`src/rtl/core/nsp_ram.sv`:
```
// Generic simple dual-port RAM, one write and one registered read port.
// Read-first on a same-address collision. No dependencies.
`default_nettype none

module nsp_ram #(
    parameter int unsigned WIDTH = 64,
    parameter int unsigned DEPTH = 32,
    localparam int unsigned AW   = (DEPTH > 1) ? $clog2(DEPTH) : 1
) (
    input  logic             clk,
    input  logic             we,
    input  logic [AW-1:0]    waddr,
    input  logic [WIDTH-1:0] wdata,
    input  logic             re,
    input  logic [AW-1:0]    raddr,
    output logic [WIDTH-1:0] rdata
);

    logic [WIDTH-1:0] mem [DEPTH];
    logic [WIDTH-1:0] rdata_reg;

    always_ff @(posedge clk)
    begin
        if (we)
        begin
            mem[waddr] <= wdata;
        end
        if (re)
        begin
            rdata_reg <= mem[raddr];
        end
    end

    assign rdata = rdata_reg;

endmodule

`default_nettype wire

```
`config.mk`:
```
export PLATFORM = sky130hd
export DESIGN_NAME = nsp_ram
export DESIGN_NICKNAME = d
export VERILOG_FILES = /design/src/rtl/core/nsp_ram.sv
export SDC_FILE = /design/constraint.sdc
export NUM_CORES = 2
export LEC_CHECK = 0
export ABC_AREA = 0
export BUFFER_PORTS_ARGS = -buffer_cell sky130_fd_sc_hd__buf_2
export CAP_MARGIN = 20
export CORE_ASPECT_RATIO = 1.25
export CORE_MARGIN = 2
export CORE_UTILIZATION = 65
export CTS_BUF_LIST = sky130_fd_sc_hd__clkbuf_2 sky130_fd_sc_hd__clkbuf_4 sky130_fd_sc_hd__clkbuf_8
export DETAILED_ROUTE_END_ITERATION = 7
export PLACE_DENSITY_LB_ADDON = 0.05
export SYNTH_ARGS = -nofsm -noshare
export SYNTH_HDL_FRONTEND = slang
export SYNTH_SLANG_ARGS = --single-unit
```
`constraint.sdc`:
```
create_clock -name clk -period 10.9 [get_ports clk]
set_input_delay 1.09 -clock clk [delete_from_list [all_inputs] [get_ports clk]]
set_output_delay 1.09 -clock clk [all_outputs]
set_load 0.005 [all_outputs]
```
Yosys cells after proc, flatten, opt, wreduce, memory -nomap -nowiden. Memory sizes are Yosys's and may differ from the RTL's. A register that Yosys moved wholly into a read port is not among the register bits. Index checks and enable logic that the tools add are counted.

Register bits after elaboration: 0. Bits in latches: 0. RAM bits: 2048. Memory bits (read-only): 0. Input port bits: 77. Output and inout port bits: 64. Memories kept: 1.

Memory list: mem (words 32, bits a word 64, rd ports 1, clocked after Yosys merged registers in 1, wr ports 1, RTL line 19) `logic [WIDTH-1:0] mem [DEPTH];`.

$add $sub $neg: 0. $mul: 0. Divide/modulo/power cells: 0. Order comparisons: 0. Equality and inequality tests: 0. Shift operators: 0. Mux-type cells: 2. Bitwise gates (word level): 0. Reduce and logical (&&, ||, !) cells: 0.

Operator list (count): $mux W1 (2).

Depth between registers and ports, before layout.
Word-level depth: 2. Depth in mapped cells: 9. Gate-level depth less buffers: 4.

Worst setup path before layout. OpenSTA, ideal clock, no wires.

Path type: input to register. Start point: in waddr[1]. End point: mem mem[12][0], enable pin. Data arrival time: 4426 ps. Required time: 10414 ps. Slack: 5988 ps. Cell stages on the path: 3. Path buffers: 1. Cell sequence: or3b_2 clkbuf_1 nor2_1.

RTL lines: start, declared (RTL line 12) `input logic [AW-1:0] waddr,`; end, declared (RTL line 19).

No word-level cell before the write port.

==> run metrics <==
share of layout cells above drive strength 1 0.373; Setup crit start kind input pin; CTS tree built; Nets 3561; GR Overflow Total 0; Finished Core Util 0.727; I/O pins ~140; cell count after synthesis roughly 3100; Min-Delay Path Class input pin to flop; post-synthesis async set-or-reset flop share 0; min Tclk post-route 4.02 ns; Avg WL per Cell 35.2 um; worst setup path class input pin to flop; status finished, final reports clean; Core Footprint between 0.1 and 0.15 mm2; die height 395 um; Slew @ Worst Pin ~1.2 ns; MaxCap Viol Count 0; CP Cell Sequence buf_8 -> buf_12 -> buf_4 -> mux4_2 -> mux4_2 -> mux2_2; period utilization 0.369; library cells used by synthesis 30; H-Tree Depth 5; crit-path max cell delay ~0.74 ns; setup TNS 0 ns; initial core utilization 0.655; Area Growth Syn to Fin 10.9%; Hold-fix buffers, CTS 0; P_sw about 3.2 mW; Num Clock Sinks between 2000 and 2500; Top cell by count, worst path mux4_2; Critical Path AT about 4.7 ns; post-CTS resize count 0; r2r worst-path depth 3; Post-Synthesis Net Count ~3200; drt total wl 186 mm; Adder-Cell Fraction of Synth Area 0; GPL Wtd Cong 0.746; Final Setup Violations 0; Max Freq 249 MHz; Lkg Pwr 27.6 nW; Req. time, crit path between 10 and 15 ns; Die Wd 317 um; worst path bufs/invs 3; Mean Syn Cell Area roughly 26 um2; Critical Path End Type flop; Root Driver clkbuf_8; clk_lat worst skew 0.99 ns; Post-CTS Setup Inserts 0; CTS Buffer Depth 4; post-synthesis sequential area ratio 0.797; commonest non-fill, non-tap cell in the layout edfxtp_1; commonest cells after routing, fill and taps aside 2112 x edfxtp_1, 602 x mux4_2, 325 x clkbuf_8; via count 36500; CTS buffer count 319; die area between 0.1 and 0.15 mm2; RSZ-0062 raised after global routing no; sequential share of power 0.575; Comb pwr share 0.047; Tot GR Track Use 0.307; met3 WL 18.1 mm; Post-Syn Area 0.0796 mm2; Hold Crit Start wdata[55]; number of global-route vias before repair between 30000 and 40000; Crit Path Max Fanout roughly 110; Critical Path Start raddr[0]; simple-gate share of the synthesized area 0.00376; DRT met1 WL 70.8 mm; Detail Route Antenna Nets 0; IO buf count 140; drt via density a little under 7; initial DRC count between 5000 and 6000; XOR/XNOR Fraction of Synth Area 0; pwr/cell area around 180 mW/mm2; hold path depth 1; Crit path max-delay family buffers and inverters; Worst VDD drop ~130 uV; Synth Area in Compound Gates 0.00462; FP Rows between 100 and 150; number of synthesized flops with an enable pin approximately 2100; initial antenna violation count 14; final-report hold violation count 0; largest family of logic cells by synthesized area multiplexers; clock skew just under 0.05 ns; Detail Route met2 WL 92.8 mm; ys flop type edfxtp_1; Stages on worst setup path 6; max-slew violations 0; pin count of the biggest net entering global routing between 100 and 150; CP max-delay cell buf_4; DP Wirelength roughly 89 mm; first-pass GRT wire length around 270 mm; Clk pin slew, worst setup/hold paths 0.06 ns; Sw Ratio 0.204; P_int 12.6 mW; mux contribution to synthesized area 0.186; worst reg2reg path startpoint mem[12][18]$_DFFE_PP_; Clock power frac 0.378; Largest register FFs 2048; synthesis-stage register bit count between 2000 and 2500; synth warn 0; DRC Markers 0; Slew HR 0.207; top routing layer in use met5; 1st-pass router iterations 7
-- routing by layer --
layer | vias up | track usage
met5 | - | 0
met4 | 16 | 0.0804
met3 | 311 | 0.0572
met2 | 2172 | 0.485
met1 | 19700 | 0.455
li1 | 14300 | -
-- layout make-up --
cell class / count / area [um2]
multi-input combinational: 828 / 15700
sequential: 2112 / 63400
clock buffer: 420 / 5190
fill: 6778 / 33200
timing repair buffer: 222 / 1420
inverter: 1 / 3.75
antenna: 3 / 7.51
tap: 1595 / 2000
clock inverter: 98 / 557
-- power groups by stage --
stage	Combinational [mW]	Clock [mW]	Sequential, mW
6_report	0.740	5.99	9.10
5_1_grt	0.790	6.41	9.11
4_1_cts	0.747	6.08	9.10
3_5_place_dp	0.746	0	9.27
3_3_place_gp	0.725	0	9.26
2_1_floorplan	0.454	0	9.26
-- metrics by stage --
step	hold WS, ns	setup WS, ns	std cells	total power, mW	instance area, um2
finish	0.581	6.88	5279	15.8	88300
detailed placement	0.849	5.71	4758	10.0	82500
global route	0.543	6.52	5277	16.3	88300
CTS	0.470	6.78	5276	15.9	88300
floorplan	0.798	5.99	3097	9.72	79600
global placement	0.827	5.76	4757	9.99	82500
-- final timing paths --
check	to	slack [ns]
worst min register to register	rdata[34]$_DFFE_PP_	0.87
worst max register to register	rdata[18]$_DFFE_PP_	8.94
worst min-delay path	mem[10][55]$_DFFE_PP_	0.58
worst max-delay path	rdata[5]$_DFFE_PP_	6.88
-- Yosys cell counts (all sizes together) (3+ instances only) --
master   instances  area [um2]
nor2            41         154
buf            101         536
o2bb2ai          3        26.3
edfxtp        2112       63400
a211oi           3        22.5
and2             4        25.0
nand3b           5        37.5
a22oi            3        22.5
nand2            3        11.3
o221ai           3        26.3
o31a             3        26.3
a221oi          12         105
o22ai           10        62.6
mux4           602       13600
nor2b            4        25.0
mux2i           38         380
o211ai           3        22.5
o21ai            9        45.0
clkbuf          55         206
mux2            74         833
-- worst register-to-register path: stages, from the launching register on --
cell      delay, ns
edfxtp_1       0.39
mux4_2         0.49
mux4_2         0.47
mux2_2         0.34
-- kinds of logic (layout without fill, tap and decap cells) --
logic type / Yosys count / in the layout
compound gates: 50 / 50
buf+inv: 157 / 741
flops: 2112 / 2112
mux: 714 / 714
other cells: 0 / 3
simple gates: 64 / 64
Note: power is estimated with default switching activity, not from simulation.
